--- config.mk ---
export PLATFORM = sky130hd
export DESIGN_NAME = sve_predicated_int_decoder_unit_flat
export DESIGN_NICKNAME = d
export VERILOG_FILES = /design/src/rtl/core/svepid_pkg.sv /design/src/rtl/core/svepid_ifs.sv /design/src/rtl/core/svepid_in_reg.sv /design/src/rtl/core/svepid_decode.sv /design/src/rtl/core/sve_predicated_int_decoder_unit.sv /design/src/flat_wrapper.sv
export SDC_FILE = /design/constraint.sdc
export NUM_CORES = 1
export LEC_CHECK = 0
export BUFFER_PORTS_ARGS = -buffer_cell sky130_fd_sc_hd__buf_4
export CAP_MARGIN = 20
export CELL_PAD_IN_SITES_DETAIL_PLACEMENT = 2
export CELL_PAD_IN_SITES_GLOBAL_PLACEMENT = 2
export CORE_MARGIN = 2
export CORE_UTILIZATION = 38
export CTS_BUF_LIST = sky130_fd_sc_hd__clkbuf_8 sky130_fd_sc_hd__clkbuf_16
export DETAILED_ROUTE_END_ITERATION = 10
export GPL_TIMING_DRIVEN = 1
export HOLD_SLACK_MARGIN = 0.15
export PLACE_DENSITY = 0.87
export RECOVER_POWER = 100
export SLEW_MARGIN = 40
export SYNTH_ARGS = -nofsm -noshare
export SYNTH_HDL_FRONTEND = slang
export SYNTH_SLANG_ARGS = --single-unit
--- constraint.sdc ---
create_clock -name clk -period 7.15 [get_ports clk]
set_input_delay 2.145 -clock clk [delete_from_list [all_inputs] [get_ports clk]]
set_output_delay 2.145 -clock clk [all_outputs]
set_load 0.02 [all_outputs]
--- src/rtl/core/svepid_pkg.sv ---
`timescale 1ns / 1ps

package svepid_pkg;

  // dense mnemonic numbers
  typedef enum logic [5:0] {
    OP_MLA     = 6'd0,
    OP_MLS     = 6'd1,
    OP_MAD     = 6'd2,
    OP_MSB     = 6'd3,
    OP_ADD     = 6'd4,
    OP_SUB     = 6'd5,
    OP_SUBR    = 6'd6,
    OP_SMAX    = 6'd7,
    OP_UMAX    = 6'd8,
    OP_SMIN    = 6'd9,
    OP_UMIN    = 6'd10,
    OP_SABD    = 6'd11,
    OP_UABD    = 6'd12,
    OP_MUL     = 6'd13,
    OP_SMULH   = 6'd14,
    OP_UMULH   = 6'd15,
    OP_SDIV    = 6'd16,
    OP_UDIV    = 6'd17,
    OP_SDIVR   = 6'd18,
    OP_UDIVR   = 6'd19,
    OP_ORR     = 6'd20,
    OP_EOR     = 6'd21,
    OP_AND     = 6'd22,
    OP_BIC     = 6'd23,
    OP_SADDV   = 6'd24,
    OP_UADDV   = 6'd25,
    OP_SMAXV   = 6'd26,
    OP_UMAXV   = 6'd27,
    OP_SMINV   = 6'd28,
    OP_UMINV   = 6'd29,
    OP_MOVPRFX = 6'd30,
    OP_ORV     = 6'd31,
    OP_EORV    = 6'd32,
    OP_ANDV    = 6'd33
  } op_id_t;

  // sve encoding prefix in bits 31:25
  localparam logic [6:0] SVE_PREFIX = 7'b0000010;

  // bits 15:13 group selects when bit 14 is clear
  localparam logic [2:0] GRP_ARITH  = 3'b000;
  localparam logic [2:0] GRP_REDUCE = 3'b001;

  // element size code for 64-bit elements
  localparam logic [1:0] SIZE_D = 2'd3;

  typedef logic [31:0] instr_t;

  typedef struct packed {
    logic       valid_res;
    logic [5:0] op_id;
    logic [1:0] elem_size;
    logic [2:0] pred_reg;
    logic [4:0] first_vreg;
    logic [4:0] second_vreg;
    logic [4:0] dest_vreg;
    logic       four_operands;
  } result_t;

endpackage

--- src/rtl/core/svepid_ifs.sv ---
`timescale 1ns / 1ps

interface svepid_instr_if;
  logic                 valid;
  logic                 ready;
  svepid_pkg::instr_t   instr_word;

  modport source (output valid, output instr_word, input ready);
  modport sink (input valid, input instr_word, output ready);
endinterface

interface svepid_result_if;
  logic       valid;
  logic       ready;
  logic       valid_res;
  logic [5:0] op_id;
  logic [1:0] elem_size;
  logic [2:0] pred_reg;
  logic [4:0] first_vreg;
  logic [4:0] second_vreg;
  logic [4:0] dest_vreg;
  logic       four_operands;

  modport source (
    output valid, output valid_res, output op_id, output elem_size, output pred_reg,
    output first_vreg, output second_vreg, output dest_vreg, output four_operands,
    input ready
  );
  modport sink (
    input valid, input valid_res, input op_id, input elem_size, input pred_reg,
    input first_vreg, input second_vreg, input dest_vreg, input four_operands,
    output ready
  );
endinterface

--- src/rtl/core/svepid_in_reg.sv ---
`timescale 1ns / 1ps

module svepid_in_reg (
  input  logic               clk,
  input  logic               rst,
  input  logic               in_valid,
  output logic               in_ready,
  input  svepid_pkg::instr_t in_word,
  output logic               q_valid,
  input  logic               q_ready,
  output svepid_pkg::instr_t q_word
);

  svepid_pkg::instr_t word;
  logic               full;

  assign in_ready = !full || q_ready;
  assign q_valid  = full;
  assign q_word   = word;

  always_ff @(posedge clk) begin
    if (rst) begin
      full <= 1'b0;
    end else if (in_ready) begin
      full <= in_valid;
    end
  end

  always_ff @(posedge clk) begin
    if (in_valid && in_ready) begin
      word <= in_word;
    end
  end

endmodule

--- src/rtl/core/svepid_decode.sv ---
`timescale 1ns / 1ps

module svepid_decode (
  input  svepid_pkg::instr_t  w,
  output svepid_pkg::result_t res
);

  svepid_pkg::op_id_t id;
  logic               ok;
  logic               four;
  logic               sve;
  logic [2:0]         opc;
  logic [1:0]         sub;

  assign sve = (w[31:25] == svepid_pkg::SVE_PREFIX) && !w[24] && !w[21];
  assign opc = w[18:16];
  assign sub = w[20:19];

  always_comb begin
    id   = svepid_pkg::OP_MLA;
    ok   = 1'b0;
    four = 1'b0;
    if (w[14]) begin
      // multiply-add forms
      ok   = 1'b1;
      four = 1'b1;
      case ({w[15], w[13]})
        2'b00:   id = svepid_pkg::OP_MLA;
        2'b01:   id = svepid_pkg::OP_MLS;
        2'b10:   id = svepid_pkg::OP_MAD;
        default: id = svepid_pkg::OP_MSB;
      endcase
    end else if (w[15:13] == svepid_pkg::GRP_ARITH) begin
      case (sub)
        2'd0: begin
          ok = 1'b1;
          case (opc)
            3'd0:    id = svepid_pkg::OP_ADD;
            3'd1:    id = svepid_pkg::OP_SUB;
            3'd3:    id = svepid_pkg::OP_SUBR;
            default: ok = 1'b0;
          endcase
        end
        2'd1: begin
          ok = 1'b1;
          case (opc)
            3'd0:    id = svepid_pkg::OP_SMAX;
            3'd1:    id = svepid_pkg::OP_UMAX;
            3'd2:    id = svepid_pkg::OP_SMIN;
            3'd3:    id = svepid_pkg::OP_UMIN;
            3'd4:    id = svepid_pkg::OP_SABD;
            3'd5:    id = svepid_pkg::OP_UABD;
            default: ok = 1'b0;
          endcase
        end
        2'd2: begin
          if (!opc[2]) begin
            ok = 1'b1;
            case (opc[1:0])
              2'd0:    id = svepid_pkg::OP_MUL;
              2'd2:    id = svepid_pkg::OP_SMULH;
              2'd3:    id = svepid_pkg::OP_UMULH;
              default: ok = 1'b0;
            endcase
          end else begin
            // divide needs 32- or 64-bit elements
            ok = w[23];
            case (opc[1:0])
              2'd0:    id = svepid_pkg::OP_SDIV;
              2'd1:    id = svepid_pkg::OP_UDIV;
              2'd2:    id = svepid_pkg::OP_SDIVR;
              default: id = svepid_pkg::OP_UDIVR;
            endcase
          end
        end
        default: begin
          ok = !opc[2];
          case (opc[1:0])
            2'd0:    id = svepid_pkg::OP_ORR;
            2'd1:    id = svepid_pkg::OP_EOR;
            2'd2:    id = svepid_pkg::OP_AND;
            default: id = svepid_pkg::OP_BIC;
          endcase
        end
      endcase
    end else if (w[15:13] == svepid_pkg::GRP_REDUCE) begin
      case (sub)
        2'd0: begin
          ok = 1'b1;
          case (opc)
            // no signed add reduction on 64-bit elements
            3'd0:    begin
              id = svepid_pkg::OP_SADDV;
              ok = (w[23:22] != svepid_pkg::SIZE_D);
            end
            3'd1:    id = svepid_pkg::OP_UADDV;
            default: ok = 1'b0;
          endcase
        end
        2'd1: begin
          ok = !opc[2];
          case (opc[1:0])
            2'd0:    id = svepid_pkg::OP_SMAXV;
            2'd1:    id = svepid_pkg::OP_UMAXV;
            2'd2:    id = svepid_pkg::OP_SMINV;
            default: id = svepid_pkg::OP_UMINV;
          endcase
        end
        2'd2: begin
          // merge/zero bit 16 is ignored
          id = svepid_pkg::OP_MOVPRFX;
          ok = (opc[2:1] == 2'b00);
        end
        default: begin
          ok = 1'b1;
          case (opc)
            3'd0:    id = svepid_pkg::OP_ORV;
            3'd1:    id = svepid_pkg::OP_EORV;
            3'd2:    id = svepid_pkg::OP_ANDV;
            default: ok = 1'b0;
          endcase
        end
      endcase
    end
  end

  always_comb begin
    res = '0;
    if (sve && ok) begin
      res.valid_res     = 1'b1;
      res.op_id         = id;
      res.elem_size     = w[23:22];
      res.pred_reg      = w[12:10];
      res.first_vreg    = four ? w[20:16] : w[9:5];
      res.second_vreg   = four ? w[9:5] : 5'd0;
      res.dest_vreg     = w[4:0];
      res.four_operands = four;
    end
  end

endmodule

--- src/rtl/core/sve_predicated_int_decoder_unit.sv ---
`timescale 1ns / 1ps

// Predicated integer SVE decoder: each transfer on instr_ch carries one
// 32-bit instruction word and produces exactly one transfer on result_ch,
// in order, giving the mnemonic id (0 to 33), element size, governing
// predicate and vector register numbers; a word outside the supported
// groups comes back with every field zero. The word is captured in an
// input register, decoded by a shallow layer of bit-field logic and held
// in a result register, which drives result_ch. One word per cycle is
// sustained while result_ch stays ready: both registers load whenever they
// are empty or their contents move on in the same cycle, so a stalled
// result does not stop the input side until both registers are full.
module sve_predicated_int_decoder_unit (
  input  logic     clk,
  input  logic     rst,
  svepid_instr_if.sink    instr_ch,
  svepid_result_if.source result_ch
);

  // input register to decode stage
  logic                q_valid;
  logic                q_ready;
  svepid_pkg::instr_t  q_word;

  // decoded result and result register
  svepid_pkg::result_t dec;
  svepid_pkg::result_t res;
  logic                res_full;

  svepid_in_reg u_in_reg (
    .clk      (clk),
    .rst      (rst),
    .in_valid (instr_ch.valid),
    .in_ready (instr_ch.ready),
    .in_word  (instr_ch.instr_word),
    .q_valid  (q_valid),
    .q_ready  (q_ready),
    .q_word   (q_word)
  );

  // pure bit-field decode between the two registers
  svepid_decode u_decode (
    .w   (q_word),
    .res (dec)
  );

  // result register takes a new word when empty or being drained
  assign q_ready = !res_full || result_ch.ready;

  always_ff @(posedge clk) begin
    if (rst) begin
      res_full <= 1'b0;
    end else if (q_ready) begin
      res_full <= q_valid;
    end
  end

  // payload carries no reset
  always_ff @(posedge clk) begin
    if (q_valid && q_ready) begin
      res <= dec;
    end
  end

  assign result_ch.valid         = res_full;
  assign result_ch.valid_res     = res.valid_res;
  assign result_ch.op_id         = res.op_id;
  assign result_ch.elem_size     = res.elem_size;
  assign result_ch.pred_reg      = res.pred_reg;
  assign result_ch.first_vreg    = res.first_vreg;
  assign result_ch.second_vreg   = res.second_vreg;
  assign result_ch.dest_vreg     = res.dest_vreg;
  assign result_ch.four_operands = res.four_operands;

endmodule

--- src/flat_wrapper.sv ---
// flat-port wrapper written by rule: the top's interface ports become plain ports
module sve_predicated_int_decoder_unit_flat 
  (clk, rst, instr_ch_valid, instr_ch_instr_word, instr_ch_ready, result_ch_valid, result_ch_valid_res, result_ch_op_id, result_ch_elem_size, result_ch_pred_reg, result_ch_first_vreg, result_ch_second_vreg, result_ch_dest_vreg, result_ch_four_operands, result_ch_ready);
  svepid_instr_if instr_ch_i ();
  svepid_result_if result_ch_i ();
  input  logic clk;
  input  logic rst;
  input wire logic [$bits(instr_ch_i.valid)-1:0] instr_ch_valid;
  input wire logic [$bits(instr_ch_i.instr_word)-1:0] instr_ch_instr_word;
  output wire logic [$bits(instr_ch_i.ready)-1:0] instr_ch_ready;
  output wire logic [$bits(result_ch_i.valid)-1:0] result_ch_valid;
  output wire logic [$bits(result_ch_i.valid_res)-1:0] result_ch_valid_res;
  output wire logic [$bits(result_ch_i.op_id)-1:0] result_ch_op_id;
  output wire logic [$bits(result_ch_i.elem_size)-1:0] result_ch_elem_size;
  output wire logic [$bits(result_ch_i.pred_reg)-1:0] result_ch_pred_reg;
  output wire logic [$bits(result_ch_i.first_vreg)-1:0] result_ch_first_vreg;
  output wire logic [$bits(result_ch_i.second_vreg)-1:0] result_ch_second_vreg;
  output wire logic [$bits(result_ch_i.dest_vreg)-1:0] result_ch_dest_vreg;
  output wire logic [$bits(result_ch_i.four_operands)-1:0] result_ch_four_operands;
  input wire logic [$bits(result_ch_i.ready)-1:0] result_ch_ready;
  assign instr_ch_i.valid = instr_ch_valid;
  assign instr_ch_i.instr_word = instr_ch_instr_word;
  assign instr_ch_ready = instr_ch_i.ready;
  assign result_ch_valid = result_ch_i.valid;
  assign result_ch_valid_res = result_ch_i.valid_res;
  assign result_ch_op_id = result_ch_i.op_id;
  assign result_ch_elem_size = result_ch_i.elem_size;
  assign result_ch_pred_reg = result_ch_i.pred_reg;
  assign result_ch_first_vreg = result_ch_i.first_vreg;
  assign result_ch_second_vreg = result_ch_i.second_vreg;
  assign result_ch_dest_vreg = result_ch_i.dest_vreg;
  assign result_ch_four_operands = result_ch_i.four_operands;
  assign result_ch_i.ready = result_ch_ready;
  sve_predicated_int_decoder_unit u_core (.clk(clk), .rst(rst), .instr_ch(instr_ch_i), .result_ch(result_ch_i));
endmodule
; ---- Word level (Yosys, flattened, before mapping)
; Index checks and enable logic that the tools add are counted.
[totals]
register_bits = 62
inputBits = 36
output_inout_bits = 30
word_cells = 79
[op_classes]
n_eq_ne = 15
mux = 30
n_reduce_logical = 23
[ops]
columns = cell, count
row1 = one-hot mux 6 bit (3 select lines), 3
row2 = two-way mux 28 bit, 1
row3 = two-way mux 6 bit, 4
row4 = one-hot mux 4 bit (6 select lines), 1
row5 = one-hot mux 2 bit (3 select lines), 3
row6 = one-hot mux 3 bit (3 select lines), 2
row7 = one-hot mux 4 bit (3 select lines), 1
row8 = two-way mux 5 bit, 2
row9 = one-hot mux 5 bit (2 select lines), 1
row10 = two-way mux 1 bit, 9
row11 = OR reduction 3 bit, 3
row12 = == test 2 bit (second input constant), 4
row13 = logical NOT 2 bit, 4
row14 = == test 7 x 2 -> 1 bit (second input constant), 1
row15 = == test 2 x 1 -> 1 bit (second input constant), 3
row16 = == test 3 x 1 -> 1 bit (second input constant), 2
row17 = == test 3 x 2 -> 1 bit (second input constant), 2
row18 = == test 3 bit (second input constant), 2
row19 = logical NOT 3 bit, 2
row20 = one-hot mux 1 bit (3 select lines), 2
row21 = OR reduction 6 bit, 1
row22 = logical AND 1 bit, 5
row23 = logical NOT 1 bit, 5
row24 = logical OR 1 bit, 2
row25 = other kinds (3), 3

; ---- Longest topological paths before layout
[depth]
word_depth = 9
depth_mapped = 10
depth_no_buf = 8

; ---- Cells and area by module
; From an unflattened synthesis, not the netlist that was laid out.
[unflattened]
cells_unflattened = 196
area_unflattened_um2 = 2777.7
[by_module_without_submodules]
columns = mod, n_inst, cells_per_inst, area_each_um2, seq_area_each_um2
row1 = svepid_in_reg, 1, 37, 1016.0, 980.9
row2 = sve_predicated_int_decoder_unit, 1, 33, 895.9, 860.8
row3 = svepid_decode, 1, 126, 865.8, 0.0

; ---- Least setup slack after synthesis
; Ideal clock, no wire load.
[synth_path]
kind = input to output
start = input result_ch_ready
end = output instr_ch_ready
arrival_time_ps = 2515
required_ps = 5005
path_slack_ps = 2490
cell_stages = 2
n_path_buf = 0
cell_sequence = nor2b_1 nand2_1
[synth_between]
elab_chain_len = 2
[synth_rtl]
columns = item, line
row1 = from (decl), flat_wrapper.sv:20  ; input wire logic [$bits(result_ch_i.ready)-1:0] result_ch_ready;
row2 = logical OR 1 bit, sve_predicated_int_decoder_unit.sv:48  ; assign q_ready = !res_full || result_ch.ready;
row3 = logical OR 1 bit, svepid_in_reg.sv:17  ; assign in_ready = !full || q_ready;
row4 = to (decl), flat_wrapper.sv:10  ; output wire logic [$bits(instr_ch_i.ready)-1:0] instr_ch_ready;
; No other way between the ends.

; ---- Final worst setup path
; Ends and elaborated chain as after synthesis.

==> results <==
- The sort of element at the start of the critical path is an input port.
- The top cell type by area accounts for 65.8% of the synthesized area.
- Synthesis produced 197 cells.
- Of all flip-flops after synthesis, the portion carrying an async set or reset was 0%.
- The number of cells upsized or downsized after cts is 0.
- The mean instance size in the synthesized netlist is 13.9 um2.
- The most common flop cell mapped by yosys is sky130_fd_sc_hd__edfxtp_1.
- By count the netlist is led by 60 x sky130_fd_sc_hd__edfxtp_1, 15 x sky130_fd_sc_hd__nor2_1, 14 x sky130_fd_sc_hd__ha_1, 12 x sky130_fd_sc_hd__and2_1, 10 x sky130_fd_sc_hd__a21oi_1.
- Clock tree synthesis selected as its root buffer the cell sky130_fd_sc_hd__clkbuf_8.
- The switching part of the total is 23.8%.
- Setup total negative slack on the finished layout was measured at 0 ns.
- Using the TritonRoute via totals, the vias-per-cell ratio works out to 5.20.
- The maximum number of pins on one net before global-route repair is 33.
- After layout, the worst path uses 69.6% of the clock period.
- Yosys mapped a number of flops with a built-in enable equal to 60.
- The required time reported for the critical path endpoint is 5.01 ns.
- Setup repair after global routing left no endpoint under its margin.
- The placed wire-length estimate after detailed placement is 5670 um.
- The count of placed standard cells in the final layout, fillers left out is between 300 and 400.
- Pin placement for this block handled 66 I/O pins.
- The floorplan step set the die height to 88.9 um.
- The post-route minimum period is 4.98 ns.
- The number of design rule violations left after detail routing is 0.
- The start point of the critical path is result_ch_ready.
- The number of hold violations in the final report came to 0.
- The post-CTS setup buffer count is 0.
- Synthesis produced a netlist with a net count of around 250.
- After detailed placement, the design holds a cell count of 353.
- Summing all multi-input logic gate instances after layout gives 808 um2.
- Among all cell types in the netlist, the one instantiated most often is sky130_fd_sc_hd__edfxtp_1.
- The tree built by TritonCTS fans out to 62 sinks.
- STA classifies the critical path endpoint as an output pin.
- The run finished, with violations left.
- The worst register-to-register path ends at u_core.result_ch.dest_vreg[4].
- 0 antenna diodes ended up in the layout.
- The startpoint identified for the worst register-to-register timing path is u_core.u_in_reg.q_word[27].
- The reported leakage power is 1.25 nW.
- The area enclosed by the die boundary is 0.00791 mm2.
- The final weighted congestion in routability-driven placement is 0.851.
- The checks that failed: capacitance limit, slew limit.
- The clock network is responsible for 41.7% of the overall power.
- The die is 88.9 um wide.
- Before antenna repair, the detailed router went through 4 iterations.
- For this block, the initial DRC count from the detailed router was between 100 and 150.
- Summing the sequential cell areas from Yosys gives about two thirds of the chip area.
- Global routing used 22.8% of the available tracks.
- The detail route stage leaves a number of antenna-violating nets equal to 0.
- The number of nets in the layout is about 320.
- The max-cap violation count is 3.
- The slew at the pin closest to its max-slew limit is 1.88 ns.
- The number of flip-flops under the largest register name is 32.
- In this run the worst path has a maximum fanout of 4.
- The number of global-route vias before repair was about 2200.
- The library cell occupying the most area in the post-synthesis netlist is sky130_fd_sc_hd__edfxtp_1.
- Across all layers, the routed design uses 1917 vias.
- The post-cts hold buffer count is 0.
- By area the synthesized netlist is led by sky130_fd_sc_hd__edfxtp_1 66%, sky130_fd_sc_hd__ha_1 6.4%, sky130_fd_sc_hd__and2_1 2.7%, sky130_fd_sc_hd__nor2_1 2.1%, sky130_fd_sc_hd__a21oi_1 1.8%.
- Summed over all nets, the switching power comes to 0.207 mW.
- The placeable core region is 0.00687 mm2.
- The TritonCTS clock tree is built.
- The worst slew slack as a fraction of its limit is -26.6%.
- The number of antenna violations at the first check in global routing was 0.
- The global-route wire length before repair is 12700 um.
- The count of cells along the worst hold path is 1.
- By startpoint and endpoint, the worst setup path is classified as in2out.
- Dividing total power by cell area gives a power density of 255 mW/mm2.
- In this run, CTS created clock tree buffers numbering 9.
- STA puts the critical path data arrival time at 2.83 ns.
- The placement row count is 30.
- The number of register bits inferred by synthesis is 62.
- The starting density of the core is between 30% and 40%.
- The slack of the worst reg-to-reg path is between 3 and 4 ns.
- The sequential cells in the finished layout cover a total of 0.00184 mm2.
- The worst register-to-register path has a depth of 7.
- Clock skew on the completed layout was measured at ~0.0081 ns.
- The worst ir drop on vdd is roughly 0.00014 V.
- Combinational logic burns under 10% of the power.
- The proportion of power drawn by flip-flops and latches is 49.9%.
- The Yosys warning count is 0.
- The maximum clock frequency is roughly 0.20 GHz.
- After clock tree synthesis, the clock-pin slew on the worst setup and hold paths is 0.07 ns.
- The path class of the tightest hold or removal check is reg2reg.
- In the final routed layout, each cell accounts on average for 22.4 um.
- Relative to the synthesized area, the layout overhead comes to 24.2%.
- The number of slew-limit violations in the final report came to 72.
- The H-tree generated during clock tree synthesis spans 3 levels.
- The count of fill cells added during filler insertion is 726.
- The clock passes through at most 2 buffers.
- Cell internal power was estimated by the tool at 0.661 mW.
- The count of cell types in the netlist is 41.
- For this block, the routed nets add up to 8260 um of wire.
- The tightest hold margin is 0.532 ns.
- Cells with a size suffix above 1 make up around 18% of the layout.
- Buffers placed on the I/O ports in this run total 65.
- The area of the mapped netlist is between 0.002 and 0.003 mm2.
- For this run, the share of the core covered by cells in the final layout is 49.6%.
- Setup violations remaining at the end of the flow were counted as 0.
- The critical path ends at instr_ch_ready.
- The latest clock arrival within the worst-skew pair is 0.35 ns.
- For this run the aggregate overflow at the end of global routing stands at 0.
-- per-stage QoR --
stage,power [mW],setup WS (ns),area [um2]
6_report,0.868,2.17,3400
5_1_grt,0.895,2.07,3400
4_1_cts,0.885,2.18,3560
3_5_place_dp,0.522,2.18,3330
3_3_place_gp,0.514,2.26,3330
2_1_floorplan,0.476,2.49,2740
-- how the worst min path moves through the flow --
stage,from,to,slack [ns]
after floorplan,u_core.u_in_reg.q_valid,u_core.result_ch.valid,0.48
after global placement,u_core.u_in_reg.q_word[11],u_core.result_ch.pred_reg[1],0.50
after detailed placement,u_core.u_in_reg.q_word[11],u_core.result_ch.pred_reg[1],0.52
after CTS,u_core.u_in_reg.q_valid,u_core.result_ch.valid,0.54
after global routing,u_core.u_in_reg.q_word[12],u_core.result_ch.pred_reg[2],0.55
final,u_core.u_in_reg.q_word[12],u_core.result_ch.pred_reg[2],0.53
-- critical path: stages --
cell and delay (ns):
sky130_fd_sc_hd__clkbuf_4 0.11, sky130_fd_sc_hd__nor2b_1 0.28, sky130_fd_sc_hd__nand2_1 0.12, sky130_fd_sc_hd__clkbuf_1 0.18
-- placed cells by master, fill, tap and decap left out, types with 3 or more instances in the layout --
cell                        n
sky130_fd_sc_hd__nor2b_1    5
sky130_fd_sc_hd__edfxtp_1  60
sky130_fd_sc_hd__and2_0    10
sky130_fd_sc_hd__and3_1     6
sky130_fd_sc_hd__clkbuf_1  38
sky130_fd_sc_hd__o21ai_0    8
sky130_fd_sc_hd__a21oi_1   10
sky130_fd_sc_hd__inv_1      9
sky130_fd_sc_hd__o211ai_1   3
sky130_fd_sc_hd__ha_1      14
sky130_fd_sc_hd__a22oi_1    3
sky130_fd_sc_hd__mux2i_1    5
sky130_fd_sc_hd__nor2_1    15
sky130_fd_sc_hd__nand2_1    9
sky130_fd_sc_hd__clkbuf_8  11
sky130_fd_sc_hd__clkbuf_4  28
-- routing by layer --
metal / track usage (%) / wire length [um] / vias up
met1: 24.2 / 3070 / 966
met2: 43.4 / 4640 / 62
met5: 0 / 0 / -
met4: 10.5 / 197 / 0
li1: - / - / 876
met3: 4.25 / 343 / 13
-- power by group through the flow --
stage | sequential [mW] | clock [mW] | combinational, mW
finish | 0.434 | 0.362 | 0.0725
global route | 0.436 | 0.380 | 0.0791
CTS | 0.434 | 0.368 | 0.0830
detailed placement | 0.441 | 0 | 0.0813
global placement | 0.438 | 0 | 0.0760
floorplan | 0.445 | 0 | 0.0311
-- area by class of cell --
type                            instances  share of cell area [%]
Sequential cell                        62                    54.1
Inverter                                9                   0.992
Clock buffer                           11                    4.45
Timing Repair Buffer                   68                    10.8
Tap cell                               96                    3.53
Clock inverter                          5                    2.39
Multi-Input combinational cell        118                    23.7
-- kinds of logic (layout without fill, tap and decap cells) --
group	Yosys count	in the layout	share of synthesized area, %
AO/OA/AOI/OAI	38	38	9.18
adder cells (fa/ha/maj)	14	14	6.39
buffers and inverters	17	93	2.74
flip-flops	62	62	67.2
multiplexers	5	5	1.83
AND/OR/NAND/NOR	61	61	12.6
Note: power is estimated with default switching activity, not from simulation.
